`src/sv/cmbc_pkg.sv`:
```
package cmbc_pkg;

   // binary64 constants
   localparam logic [63:0] F64_ONE      = 64'h3FF0_0000_0000_0000;
   localparam logic [63:0] F64_HALF     = 64'h3FE0_0000_0000_0000;
   localparam logic [63:0] F64_TENT_K   = 64'h3FFF_D70A_3D70_A3D7;
   localparam logic [63:0] GROWTH_RESET = 64'h400F_2270_94D9_D1EC;
   localparam logic [63:0] SEED_RESET   = 64'h3FD0_0000_0000_0000;

   localparam int ROTATE_WIDTH = 8;

   // register indexes
   localparam logic [1:0] REG_GROWTH  = 2'd0;
   localparam logic [1:0] REG_SEED    = 2'd1;
   localparam logic [1:0] REG_DECRYPT = 2'd2;

   // floating point operation being run on the shared unit
   typedef enum logic [2:0] {
      OP_UX = 3'd0,  // u * x
      OP_1X = 3'd1,  // 1 - x
      OP_PQ = 3'd2,  // p * q
      OP_1T = 3'd3,  // 1 - t
      OP_CT = 3'd4   // 1.99 * (t or 1 - t)
   } op_type;

   typedef struct packed {
      logic   start;
      op_type op;
      logic   take_item;
      logic   load_out;
   } cmd_type;

   typedef struct packed {
      logic fpu_done;
      logic tent_lt;
      logic out_busy;
   } stat_type;

   function automatic logic [ROTATE_WIDTH-1:0] rot_left(
      input logic [ROTATE_WIDTH-1:0] v, input logic [2:0] d);
      logic [2*ROTATE_WIDTH-1:0] w;
      w = {v, v} << d;
      return w[2*ROTATE_WIDTH-1:ROTATE_WIDTH];
   endfunction

   function automatic logic [ROTATE_WIDTH-1:0] rot_right(
      input logic [ROTATE_WIDTH-1:0] v, input logic [2:0] d);
      logic [2*ROTATE_WIDTH-1:0] w;
      w = {v, v} >> d;
      return w[ROTATE_WIDTH-1:0];
   endfunction

endpackage

```
`src/sv/cmbc_ctrl.sv`:
```
module cmbc_ctrl
   import cmbc_pkg::*;
(
   input  logic     clock,
   input  logic     reset,
   input  logic     in_valid,
   output logic     in_ready,
   input  stat_type stat,
   output cmd_type  cmd
);

   typedef enum logic [6:0] {
      S_IDLE   = 7'b000_0001,
      S_MUL_UX = 7'b000_0010,
      S_SUB_1X = 7'b000_0100,
      S_MUL_PQ = 7'b000_1000,
      S_SUB_1T = 7'b001_0000,
      S_MUL_T  = 7'b010_0000,
      S_EMIT   = 7'b100_0000
   } state_type;

   state_type state_ff, state_in;
   logic      go_ff, go_in;

   always_comb begin
      state_in      = state_ff;
      go_in         = 1'b0;
      in_ready      = (state_ff == S_IDLE);
      cmd.start     = go_ff;
      cmd.op        = OP_UX;
      cmd.take_item = 1'b0;
      cmd.load_out  = 1'b0;
      case (state_ff)
         S_IDLE: begin
            if (in_valid) begin
               cmd.take_item = 1'b1;
               state_in      = S_MUL_UX;
               go_in         = 1'b1;
            end
         end
         S_MUL_UX: begin
            cmd.op = OP_UX;
            if (stat.fpu_done) begin
               state_in = S_SUB_1X;
               go_in    = 1'b1;
            end
         end
         S_SUB_1X: begin
            cmd.op = OP_1X;
            if (stat.fpu_done) begin
               state_in = S_MUL_PQ;
               go_in    = 1'b1;
            end
         end
         S_MUL_PQ: begin
            cmd.op = OP_PQ;
            if (stat.fpu_done) begin
               state_in = stat.tent_lt ? S_MUL_T : S_SUB_1T;
               go_in    = 1'b1;
            end
         end
         S_SUB_1T: begin
            cmd.op = OP_1T;
            if (stat.fpu_done) begin
               state_in = S_MUL_T;
               go_in    = 1'b1;
            end
         end
         S_MUL_T: begin
            cmd.op = OP_CT;
            if (stat.fpu_done) state_in = S_EMIT;
         end
         S_EMIT: begin
            cmd.op = OP_CT;
            if (!stat.out_busy) begin
               cmd.load_out = 1'b1;
               state_in     = S_IDLE;
            end
         end
         default: state_in = S_IDLE;
      endcase
   end

   always_ff @(posedge clock) begin
      if (reset) begin
         state_ff <= S_IDLE;
         go_ff    <= 1'b0;
      end else begin
         state_ff <= state_in;
         go_ff    <= go_in;
      end
   end

endmodule

```
`config.mk`:
```
export PLATFORM = sky130hd
export DESIGN_NAME = cmbc_ctrl
export DESIGN_NICKNAME = d
export VERILOG_FILES = /design/src/sv/cmbc_pkg.sv /design/src/sv/cmbc_ctrl.sv
export SDC_FILE = /design/constraint.sdc
export NUM_CORES = 1
export LEC_CHECK = 0
export BUFFER_PORTS_ARGS = -buffer_cell sky130_fd_sc_hd__buf_2
export CAP_MARGIN = 20
export CORE_AREA = 2 2 39 41
export CTS_BUF_LIST = sky130_fd_sc_hd__clkbuf_8
export CTS_CLUSTER_SIZE = 30
export DETAILED_ROUTE_END_ITERATION = 12
export DIE_AREA = 0 0 41 43
export PLACE_DENSITY = 0.72
export SYNTH_ARGS = -nofsm -noshare
export SYNTH_HDL_FRONTEND = slang
export SYNTH_SLANG_ARGS = --single-unit
```
`constraint.sdc`:
```
create_clock -name clock -period 2 [get_ports clock]
set_input_delay 0.4 -clock clock [delete_from_list [all_inputs] [get_ports clock]]
set_output_delay 0.4 -clock clock [all_outputs]
set_load 0.005 [all_outputs]
```
* Word-level counts from Yosys, hierarchy flattened
Index checks and enable logic that the tools add are counted.
** Storage, ports and cells
- Output and inout port bits :: 7
- Word-level logic and storage cells :: 35
- Bits in registers :: 8
- Input bits :: 6
** Cells by class
- Reduce and logical (&&, ||, !) cells :: 3
- Mux-type cells :: 16
- Equal/unequal tests :: 14
** Operators by type and width (number)
- $mux W7 :: 7
- $pmux W7 S7 :: 1
- $ne A2 B2 Y1 const B :: 7
- $pmux W3 S4 :: 1
- $eq A7 B1 Y1 const B :: 1
- $eq A7 B2 Y1 const B :: 1
- $eq A7 B3 Y1 const B :: 1
- $eq A7 B4 Y1 const B :: 1
- $eq A7 B5 Y1 const B :: 1
- $eq A7 B6 Y1 const B :: 1
- $eq A7 B7 Y1 const B :: 1
- $reduce_and A7 Y1 :: 1
- $mux W6 :: 1
- $mux W1 :: 5
- $reduce_or A4 Y1 :: 1
- $pmux W1 S2 :: 1
- $reduce_or A2 Y1 :: 1

* Logic depth before layout (Yosys ltp)
Gate-level depths: netlist of the first run.
- Depth in word-level cells :: 3
- Mapped depth :: 5
- Gate-level depth less buffers :: 4

* Worst setup path before layout of the first run
No wires, ideal clock.
- Path type :: register -> output
- From :: register state_ff[3]
- To :: output cmd[1] (netlist bit)
- Required time :: 1.600 ns
- Slack :: 0.431 ns
- Arrival time :: 1.169 ns
- Path buffers :: 0
- Cell stages (with the launch flop) :: 5
- Cells stage by stage :: dfxtp_1 > or3_1 > nor3_2 > nand2_1 > inv_1
** RTL lines
- start: declaration :: RTL line cmbc_ctrl.sv:22 : state_type state_ff, state_in;
- start signal: assignment :: RTL line cmbc_ctrl.sv:89 : state_ff <= state_in;
- end: declaration :: RTL line cmbc_ctrl.sv:9 : output cmd_type cmd

==> impl_metrics.env, run 1 <==
export IMPL_drt_wl_total_um=1530
export IMPL_fillers=132
export IMPL_relSlewSlack_pct=72.5
export IMPL_cts_repair_resized=0
export IMPL_via_count=668
export IMPL_area_delta_synth_final_pct=17.2
export IMPL_fin_worst_skew_ns=0.0109
export IMPL_finalCriticalPeriod_ns=1.89
export IMPL_start_kind="flip-flop"
export IMPL_tns_ns=0
export IMPL_finalHoldViolCount=0
export IMPL_cts_setup_buffers=0
export IMPL_grt_overflow_total=0
export IMPL_numCtsBuffers=3
export IMPL_hold_class="in -> reg"
export IMPL_maxSlewViolCount=0
export IMPL_layout_common_cells="buf_2 (12), nand2_1 (9), dfxtp_1 (8)"
export IMPL_synth_cell_area_um2=648
export IMPL_cts_path_max_buffers=2
export IMPL_worst_pin_slew_ns=0.412
export IMPL_grt_pass1_vias=568
export IMPL_grt_pass1_wl_um=2390
export IMPL_ctsRootBufferMaster="clkbuf_8"
export IMPL_cp_arrival_ns=1.49
export IMPL_fin_nets=103
export IMPL_synth_distinct_cells=36
export IMPL_drcViolationCount=0
export IMPL_pwr_density_cell_nw_per_um2=667
export IMPL_grt_max_degree=12
export IMPL_h_tree_depth=1
export IMPL_cp_end_kind="primary output"
export IMPL_worst_r2r_cell_count=4
export IMPL_synth_edf_count=0
export IMPL_p_total_uw=506
export IMPL_fin_crit_sh_pct=94.5
export IMPL_die_area_um2=1760
export IMPL_peakVddDrop_mv=0.305
export IMPL_start_util_pct=46.8
export IMPL_track_usage_pct=19.7
export IMPL_ant_nets=0
export IMPL_cts_tree="yes"
export IMPL_critPathRequiredTime_ns=1.60
export IMPL_crit_reg2reg_launch="state_ff[4]$_SDFFE_PP0P_"
export IMPL_path_clk_slew_ns=0.05
export IMPL_status="finished clean"
export IMPL_setup_viol=0
export IMPL_postCtsHoldBufs=0
export IMPL_drtIter0Drc=21
export IMPL_synth_nets=89
export IMPL_clock_sinks=8
export IMPL_n_antenna_cell=0
export IMPL_leakage_nw=0.341
export IMPL_detailed_place_hpwl_um=1090
export IMPL_fin_ws_ns=0.111
export IMPL_dieHeight_um=43
export IMPL_worstHoldStart="reset"
export IMPL_drv_cap=0
export IMPL_core_region_area_um2=1380
export IMPL_routedWlPerCell_um=13.8
export IMPL_yosysSeqAreaShare_pct=24.7
export IMPL_synthFlopType="dfxtp_1"
export IMPL_ios=13
export IMPL_layout_commonest_cell="buf_2"
export IMPL_crit_fanout=4
export IMPL_syn_area_per_cell_um2=7.81
export IMPL_dp_slack_ns=0.291
export IMPL_critPathKind="reg -> out"
export IMPL_max_clock_freq_mhz=529
export IMPL_rows=14
export IMPL_clk_latency_ns=0.23
export IMPL_firstDrtPassIters=4
export IMPL_yosys_warnings=0
export IMPL_portBuffers=12
export IMPL_die_width_um=41
export IMPL_synthArstFlopShare_pct=0
export IMPL_ys_ff_latch=8
export IMPL_rsz0062_at_grt="no"
export IMPL_drive_gt1_share_pct=25.3
export IMPL_gp_congestion=0.903
export IMPL_avgViaCountPerCell=6.02
export IMPL_holdPathStages=2
export IMPL_startpoint="state_ff[3]$_SDFFE_PP0P_"
export IMPL_antenna_found_initial=0
export IMPL_netlist_instances=83
-- metrics by stage --
| step | util (%) | std cells | hold slack [ns] | instance area, µm² |
|---|---|---|---|---|
| after floorplan | - | 83 | 0.507 | 648 |
| after global placement | 50.6 | 108 | 0.547 | 701 |
| after detailed placement | 50.6 | 108 | 0.564 | 701 |
| after CTS | 53.6 | 111 | 0.460 | 742 |
| after global routing | 54.9 | 111 | 0.464 | 759 |
| final | 54.9 | 111 | 0.461 | 759 |
-- critical path, stage by stage (launching register included) --
cell	delay, ns
dfxtp_1	0.30
or3_1	0.48
nor2_1	0.18
nand3b_1	0.10
nor2_1	0.09
buf_2	0.11
-- registers in the layout (all words and copies together) (netlist names) --
register  count
state_ff      7
go_ff         1
-- Yosys cell counts (2+ instances only) --
cell type	count	area (µm²)
nand3_1	4	20.0
nand2_1	9	33.8
nand3b_1	2	15.0
inv_1	5	18.8
dfxtp_1	8	160
buf_6	3	33.8
nand2b_1	2	12.5
nor2_1	5	18.8
xor2_1	2	17.5
or2b_1	2	15.0
mux2i_1	2	20.0
a21oi_1	5	25.0
o21ai_0	6	30.0
nor3_2	3	30.0
nor3_1	2	10.0
nand4b_1	3	26.3
-- cells by family after synthesis --
logic type / share of synthesized area (%)
DFF: 24.7
AOI/OAI and AO/OA: 20.9
muxes: 3.09
and+or+nand+nor: 38.0
xor gates and xnor gates: 2.70
buffers and inverters: 10.6
-- layout make-up --
class / instances / area [µm²] / area share (%)
Clock buffer: 3 / 41.3 / 5.44
Inverter: 5 / 18.8 / 2.47
Multi-Input combinational cell: 64 / 437 / 57.5
Sequential cell: 8 / 160 / 21.1
Tap cell: 16 / 20.0 / 2.64
Timing Repair Buffer: 15 / 82.6 / 10.9
-- final timing paths --
kind | to | slack (ns)
hold / removal | state_ff[1]$_SDFFE_PP0P_ | 0.46
setup reg to reg | state_ff[6]$_SDFFE_PP0P_ | 0.29
setup / recovery | cmd[0] | 0.11
hold reg to reg | state_ff[5]$_SDFFE_PP0P_ | 0.60
-- where the power goes --
part,internal [mW],leakage [nW],switching (mW)
Combinational,0.0561,0.254,0.0725
Clock,0.131,0.0216,0.0683
Sequential,0.169,0.0651,0.00982
-- per-layer routing --
| layer | routed length, µm | vias up | global-route usage (%) |
|---|---|---|---|
| li1 | - | 330 | - |
| met1 | 706 | 297 | 29.3 |
| met2 | 706 | 39 | 26.3 |
| met3 | 99 | 2 | 4.71 |
| met4 | 19 | 0 | 8.00 |
| met5 | 0 | - | 0 |
Power figures use the tool's default switching activity.
==> run 2: changes to the inputs <==
--- a/config.mk
+++ b/config.mk
@@ -7,12 +7,12 @@
 export LEC_CHECK = 0
 export BUFFER_PORTS_ARGS = -buffer_cell sky130_fd_sc_hd__buf_2
 export CAP_MARGIN = 20
-export CORE_AREA = 2 2 39 41
+export CORE_MARGIN = 2
+export CORE_UTILIZATION = 50
 export CTS_BUF_LIST = sky130_fd_sc_hd__clkbuf_8
 export CTS_CLUSTER_SIZE = 30
 export DETAILED_ROUTE_END_ITERATION = 12
-export DIE_AREA = 0 0 41 43
-export PLACE_DENSITY = 0.72
+export PLACE_DENSITY = 0.76
 export SYNTH_ARGS = -nofsm -noshare
 export SYNTH_HDL_FRONTEND = slang
 export SYNTH_SLANG_ARGS = --single-unit
==> constraint.sdc (replaced) <==
create_clock -name clock -period 1.5 [get_ports clock]
set_input_delay 0.3 -clock clock [delete_from_list [all_inputs] [get_ports clock]]
set_output_delay 0.3 -clock clock [all_outputs]
set_load 0.005 [all_outputs]
==> run 2 against run 1 <==
The run now fails in global routing. Synthesized cell count unchanged. Synthesized area did not move.
==> impl_metrics.env, run 2 <==
export IMPL_status="stopped before the end"
export IMPL_haltStage="global routing"
export IMPL_error_line="[ERROR DPL-0033] detailed placement checks failed during check placement."
export IMPL_antenna_found_initial=0
export IMPL_portBuffers=12
export IMPL_rows=12
export IMPL_synthFlopType="dfxtp_1"
export IMPL_h_tree_depth=1
export IMPL_crit_endpoint="cmd[0]"
export IMPL_yosys_warnings=0
export IMPL_yosysSeqAreaShare_pct=24.7
export IMPL_dp_slack_ns=-0.155
export IMPL_ios=13
export IMPL_synth_nets=89
export IMPL_synth_top_area_cell="dfxtp_1"
export IMPL_detailed_place_hpwl_um=1400
export IMPL_synth_top_area_share_pct=24.7
export IMPL_synth_distinct_cells=36
export IMPL_dieHeight_um=40.0
export IMPL_die_width_um=40.0
export IMPL_synthArstFlopShare_pct=0
export IMPL_synth_edf_count=0
export IMPL_start_util_pct=56.1
export IMPL_netlist_instances=83
export IMPL_grt_max_degree=10
export IMPL_numCtsBuffers=3
export IMPL_placedInstanceArea_um2=818
export IMPL_postCtsHoldBufs=0
export IMPL_yosysMostFrequentCell="nand2_1"
export IMPL_gp_congestion=0.881
export IMPL_syn_area_per_cell_um2=7.81
export IMPL_ctsRootBufferMaster="clkbuf_8"
export IMPL_synth_cell_area_um2=648
export IMPL_cts_path_max_buffers=2
export IMPL_worst_ep_kind="output port"
export IMPL_clock_sinks=8
export IMPL_synth_common_cells="nand2_1 (9), dfxtp_1 (8), o21ai_0 (6)"
export IMPL_synthTopCellsByArea="dfxtp_1 (25%), nand2_1 (5.2%), buf_6 (5.2%)"
export IMPL_ys_ff_latch=8
[run 2: cells by family after synthesis]
group / after synthesis / share of synthesized area [%]
AND/OR/NAND/NOR: 40 / 38.0
AO/OA/AOI/OAI: 20 / 20.9
buffers and inverters: 11 / 10.6
flip-flops: 8 / 24.7
XOR/XNOR: 2 / 2.70
multiplexers: 2 / 3.09
[run 2: repair_timing]
item	4_1_cts
setup buffers	10
gates resized for setup	37
endpoints found under the setup margin	12
pin swaps	16
[run 2: metrics by stage]
step	setup TNS, ns	cells	utilization (%)
4_1_cts	-0.820	135	93.1
2_1_floorplan	0	83	-
3_3_place_gp	-0.272	122	70.8
3_5_place_dp	-0.687	122	70.8
==> run 3: changes to the inputs <==
--- a/config.mk
+++ b/config.mk
@@ -7,12 +7,10 @@
 export LEC_CHECK = 0
 export BUFFER_PORTS_ARGS = -buffer_cell sky130_fd_sc_hd__buf_2
 export CAP_MARGIN = 20
-export CORE_MARGIN = 2
-export CORE_UTILIZATION = 50
-export CTS_BUF_LIST = sky130_fd_sc_hd__clkbuf_8
-export CTS_CLUSTER_SIZE = 30
+export CORE_AREA = 2 2 63 65
 export DETAILED_ROUTE_END_ITERATION = 12
-export PLACE_DENSITY = 0.76
+export DIE_AREA = 0 0 65 67
+export PLACE_DENSITY_LB_ADDON = 0.15
 export SYNTH_ARGS = -nofsm -noshare
 export SYNTH_HDL_FRONTEND = slang
 export SYNTH_SLANG_ARGS = --single-unit
==> constraint.sdc (replaced) <==
create_clock -name clock -period 2 [get_ports clock]
set_input_delay 0.4 -clock clock [delete_from_list [all_inputs] [get_ports clock]]
set_output_delay 0.4 -clock clock [all_outputs]
set_load 0.005 [all_outputs]
==> run 3 against run 2 <==
The run now ends clean.
==> impl_metrics.env, run 3 (synthesized netlist as in run 1, its figures left out) <==
export IMPL_p_int_uw=359
export IMPL_portBuffers=12
export IMPL_grt_max_degree=12
export IMPL_numCtsBuffers=3
export IMPL_hold_class="in -> reg"
export IMPL_fillers=422
export IMPL_p_comb_share_pct=26.1
export IMPL_clock_sinks=8
export IMPL_ios=13
export IMPL_cts_repair_resized=0
export IMPL_drv_cap=0
export IMPL_peakVddDrop_mv=0.178
export IMPL_firstDrtPassIters=4
export IMPL_switchingPower_uw=150
export IMPL_routedWlPerCell_um=11.6
export IMPL_cts_setup_buffers=0
export IMPL_pwr_share_clk_pct=39.2
export IMPL_path_clk_slew_ns=0.04
export IMPL_leakage_nw=0.350
export IMPL_fin_nets=105
export IMPL_drtIter0Drc=29
export IMPL_die_area_um2=4360
export IMPL_start_util_pct=18.0
export IMPL_grt_pass1_vias=557
export IMPL_area_delta_synth_final_pct=23.2
export IMPL_h_tree_depth=1
export IMPL_finalHoldViolCount=0
export IMPL_critPathRequiredTime_ns=1.60
export IMPL_avgViaCountPerCell=4.69
export IMPL_maxSlewViolCount=0
export IMPL_cts_path_max_buffers=2
export IMPL_track_usage_pct=7.80
export IMPL_relSlewSlack_pct=77.0
export IMPL_regMostFlops="state_ff"
export IMPL_detailed_place_hpwl_um=1350
export IMPL_critPathKind="reg -> out"
export IMPL_largest_reg_flops=7
export IMPL_via_count=680
export IMPL_drive_gt1_share_pct=27.8
export IMPL_cp_arrival_ns=1.50
export IMPL_r2r_setup_slack_ns=0.35
export IMPL_grt_pass1_wl_um=2550
export IMPL_finalCriticalPeriod_ns=1.90
export IMPL_cp_end_kind="primary output"
export IMPL_worst_pin_slew_ns=0.345
export IMPL_multi_input_area_um2=419
export IMPL_max_clock_freq_mhz=528
export IMPL_gp_congestion=0.712
export IMPL_top_regs="state_ff x7, go_ff x1"
export IMPL_switching_share_pct=29.5
export IMPL_layout_commonest_cell="buf_2"
export IMPL_power_frac_seq_pct=34.8
export IMPL_n_antenna_cell=0
export IMPL_antenna_found_initial=0
export IMPL_grt_overflow_total=0
export IMPL_drcViolationCount=0
export IMPL_fin_worst_skew_ns=0.00158
export IMPL_start_kind="flip-flop"
export IMPL_postCtsHoldBufs=0
export IMPL_fin_crit_sh_pct=94.8
export IMPL_rows=22
export IMPL_postLayoutCoreUtil_pct=22.1
export IMPL_rsz0062_at_grt="no"
export IMPL_cts_tree="yes"
export IMPL_crit_fanout=4
export IMPL_dieHeight_um=67
export IMPL_setup_viol=0
export IMPL_seqCellArea_um2=161
export IMPL_tns_ns=0
export IMPL_ctsRootBufferMaster="clkbuf_8"
export IMPL_core_region_area_um2=3610
export IMPL_pwr_density_cell_nw_per_um2=639
export IMPL_ant_nets=0
export IMPL_clk_latency_ns=0.23
export IMPL_drt_wl_total_um=1690
export IMPL_status="finished clean"
export IMPL_die_width_um=65
export IMPL_layout_common_cells="buf_2 (12), nand2_1 (9), dfxtp_1 (7)"
-- run 3: final timing paths --
kind,startpoint,end,cells after the start
worst max-delay path,state_ff[3]$_SDFFE_PP0P_,cmd[0],5
worst min-delay path,reset,state_ff[1]$_SDFFE_PP0P_,2
worst max register to register,state_ff[1]$_SDFFE_PP0P_,state_ff[6]$_SDFFE_PP0P_,5
worst min register to register,state_ff[4]$_SDFFE_PP0P_,state_ff[4]$_SDFFE_PP0P_,2
-- run 3: area by class of cell --
| class | instances | share of cell area, % |
|---|---|---|
| Clock buffer | 3 | 5.17 |
| Multi-Input combinational cell | 64 | 52.5 |
| Timing Repair Buffer | 17 | 12.2 |
| Tap cell | 48 | 7.52 |
| Inverter | 5 | 2.35 |
| Sequential cell | 8 | 20.2 |
-- run 3: power groups by stage --
stage	clock, mW	combinational (mW)	sequential, mW
final	0.200	0.133	0.177
after global routing	0.214	0.148	0.179
after CTS	0.203	0.135	0.177
after detailed placement	0	0.134	0.180
after global placement	0	0.137	0.181
after floorplan	0	0.0932	0.179
-- run 3: stage by stage --
step                setup slack (ns)  cells  cell area, µm²  hold WS (ns)  power [mW]
global route                  0.0165    145             798         0.477       0.540
finish                         0.105    145             798         0.463       0.510
floorplan                      0.431     83             648         0.507       0.272
CTS                           0.0592    145             797         0.467       0.515
global placement               0.305    142             756         0.564       0.317
detailed placement             0.311    142             756         0.555       0.314
-- run 3: critical path, stage by stage (launching register included) --
cell      delay, ns
dfxtp_1        0.32
or3_1          0.46
nor2_1         0.17
nand3b_1       0.11
nor2_1         0.09
buf_2          0.11
-- run 3: layer usage --
metal  vias to the layer above  wire, µm  track usage (%)
li1                        334         -                -
met1                       322       784             10.0
met2                        20       777             12.1
met3                         4        93             1.69
met4                         0        32             4.26
met5                         -         0                0
==> run 4: changes to the inputs <==
--- a/config.mk
+++ b/config.mk
@@ -7,6 +7,8 @@
 export LEC_CHECK = 0
 export BUFFER_PORTS_ARGS = -buffer_cell sky130_fd_sc_hd__buf_2
 export CAP_MARGIN = 20
+export CELL_PAD_IN_SITES_DETAIL_PLACEMENT = 0
+export CELL_PAD_IN_SITES_GLOBAL_PLACEMENT = 1
 export CORE_AREA = 2 2 63 65
 export DETAILED_ROUTE_END_ITERATION = 12
 export DIE_AREA = 0 0 65 67
==> run 4 against run 3 <==
Combinational power rose by 6%. Sequential share of layout area fell by 0.28 points. Core utilization rose by 0.31 points. Critical endpoint is now cmd[1]. Critical path type unchanged. Highest routed layer is now met3.
==> impl_metrics.env, run 4 (synthesized netlist as in run 1, its figures left out) <==
export IMPL_rsz0062_at_grt="no"
export IMPL_portBuffers=12
export IMPL_drive_gt1_share_pct=28.9
export IMPL_die_width_um=65
export IMPL_seqCellArea_um2=161
export IMPL_grt_pass1_wl_um=2980
export IMPL_drtIter0Drc=23
export IMPL_drv_cap=0
export IMPL_ant_nets=0
export IMPL_ctsRootBufferMaster="clkbuf_8"
export IMPL_maxSlewViolCount=0
export IMPL_die_area_um2=4360
export IMPL_rows=22
export IMPL_routedWlPerCell_um=12.1
export IMPL_setup_viol=0
export IMPL_layout_common_cells="buf_2 (12), nand2_1 (9), dfxtp_1 (7)"
export IMPL_drt_wl_total_um=1760
export IMPL_slowest_stage="dfxtp_1"
export IMPL_path_clk_slew_ns=0.04
export IMPL_start_kind="flip-flop"
export IMPL_fin_worst_skew_ns=0.00274
export IMPL_critPathBufInv=2
export IMPL_numCtsBuffers=3
export IMPL_track_usage_pct=9.01
export IMPL_core_region_area_um2=3610
export IMPL_cpLargestDelayFamily="simple AND/OR/NAND/NOR gates"
export IMPL_cp_arrival_ns=1.46
export IMPL_critPathKind="reg -> out"
export IMPL_grt_overflow_total=0
export IMPL_leakage_nw=0.350
export IMPL_finalHoldViolCount=0
export IMPL_fin_nets=105
export IMPL_h_tree_depth=1
export IMPL_path_cells="or2_2, nor3_4, nand2_1, inv_1, buf_2"
export IMPL_peakVddDrop_mv=0.152
export IMPL_detailed_place_hpwl_um=1330
export IMPL_layout_commonest_cell="buf_2"
export IMPL_regMostFlops="state_ff"
export IMPL_via_count=644
export IMPL_fillers=406
export IMPL_dieHeight_um=67
export IMPL_pwr_density_cell_nw_per_um2=628
export IMPL_grt_max_degree=12
export IMPL_gp_congestion=0.719
export IMPL_firstDrtPassIters=2
export IMPL_cts_tree="yes"
export IMPL_drcViolationCount=0
export IMPL_critPathMaxStageDelay_ns=0.38
export IMPL_tns_ns=0
export IMPL_area_delta_synth_final_pct=24.9
export IMPL_relSlewSlack_pct=77.5
export IMPL_fin_crit_sh_pct=92.9
export IMPL_start_util_pct=18.0
export IMPL_multi_input_area_um2=430
export IMPL_largest_reg_flops=7
export IMPL_finalCriticalPeriod_ns=1.86
export IMPL_hold_class="in -> reg"
export IMPL_clk_latency_ns=0.22
export IMPL_ios=13
export IMPL_max_clock_freq_mhz=538
export IMPL_status="finished clean"
export IMPL_grt_pass1_vias=640
export IMPL_cp_end_kind="primary output"
export IMPL_n_antenna_cell=0
export IMPL_worst_pin_slew_ns=0.337
export IMPL_p_total_uw=508
export IMPL_critPathRequiredTime_ns=1.60
export IMPL_clock_sinks=8
export IMPL_top_regs="state_ff x7, go_ff x1"
export IMPL_cts_path_max_buffers=2
export IMPL_crit_fanout=7
export IMPL_antenna_found_initial=0
export IMPL_avgViaCountPerCell=4.44
run 4: where the power goes:
| group | internal [mW] | leakage [nW] | switching, mW |
|---|---|---|---|
| clock network | 0.130 | 0.0216 | 0.0582 |
| logic | 0.0646 | 0.263 | 0.0764 |
| registers | 0.169 | 0.0657 | 0.0102 |
| total | 0.364 | 0.350 | 0.145 |
run 4: final cells by class:
cell class / count / area share, %
Inverter: 5 / 2.32
Multi-Input combinational cell: 64 / 53.2
Clock buffer: 3 / 5.10
Sequential cell: 8 / 19.9
Tap cell: 48 / 7.42
Timing Repair Buffer: 17 / 12.1
run 4: timing repair:
item	4_1_cts	5_1_grt
endpoints found under the setup margin	0	1
hold buffers	0	0
buffers inserted	0	0
resized for setup	0	3
run 4: layer usage:
metal / global-route usage (%) / part of all wire [%] / wire [µm] / vias up
met2: 15.3 / 45 / 787 / 10
met5: 0 / 0 / 0 / -
met1: 11.0 / 51 / 892 / 300
met4: 2.39 / 0 / 0 / 0
li1: - / - / - / 334
met3: 2.70 / 4.6 / 81 / 0
run 4: worst paths after layout:
check	slack (ns)	to	from	depth (start not counted)
hold / removal	0.47	state_ff[0]$_SDFFE_PP1P_	in_valid	4
setup reg to reg	0.31	state_ff[6]$_SDFFE_PP0P_	state_ff[3]$_SDFFE_PP0P_	5
hold reg to reg	0.52	state_ff[1]$_SDFFE_PP0P_	state_ff[1]$_SDFFE_PP0P_	2
setup / recovery	0.14	cmd[1]	state_ff[5]$_SDFFE_PP0P_	5
run 4: tightest hold or removal path: cells and delay by family:
kind                   cells  cell delay (ns)
buffers and inverters      2             0.16
AO/OA/AOI/OAI              2             0.10
run 4: per-stage QoR:
stage / cells / cell area, µm² / worst slack, ns / hold WS, ns / utilization [%]
2_1_floorplan: 83 / 648 / 0.431 / 0.507 / -
3_3_place_gp: 142 / 756 / 0.246 / 0.491 / 21.0
3_5_place_dp: 142 / 756 / 0.246 / 0.507 / 21.0
4_1_cts: 145 / 797 / 0.00671 / 0.463 / 22.1
5_1_grt: 145 / 810 / 0.0456 / 0.488 / 22.4
6_report: 145 / 810 / 0.141 / 0.467 / 22.4
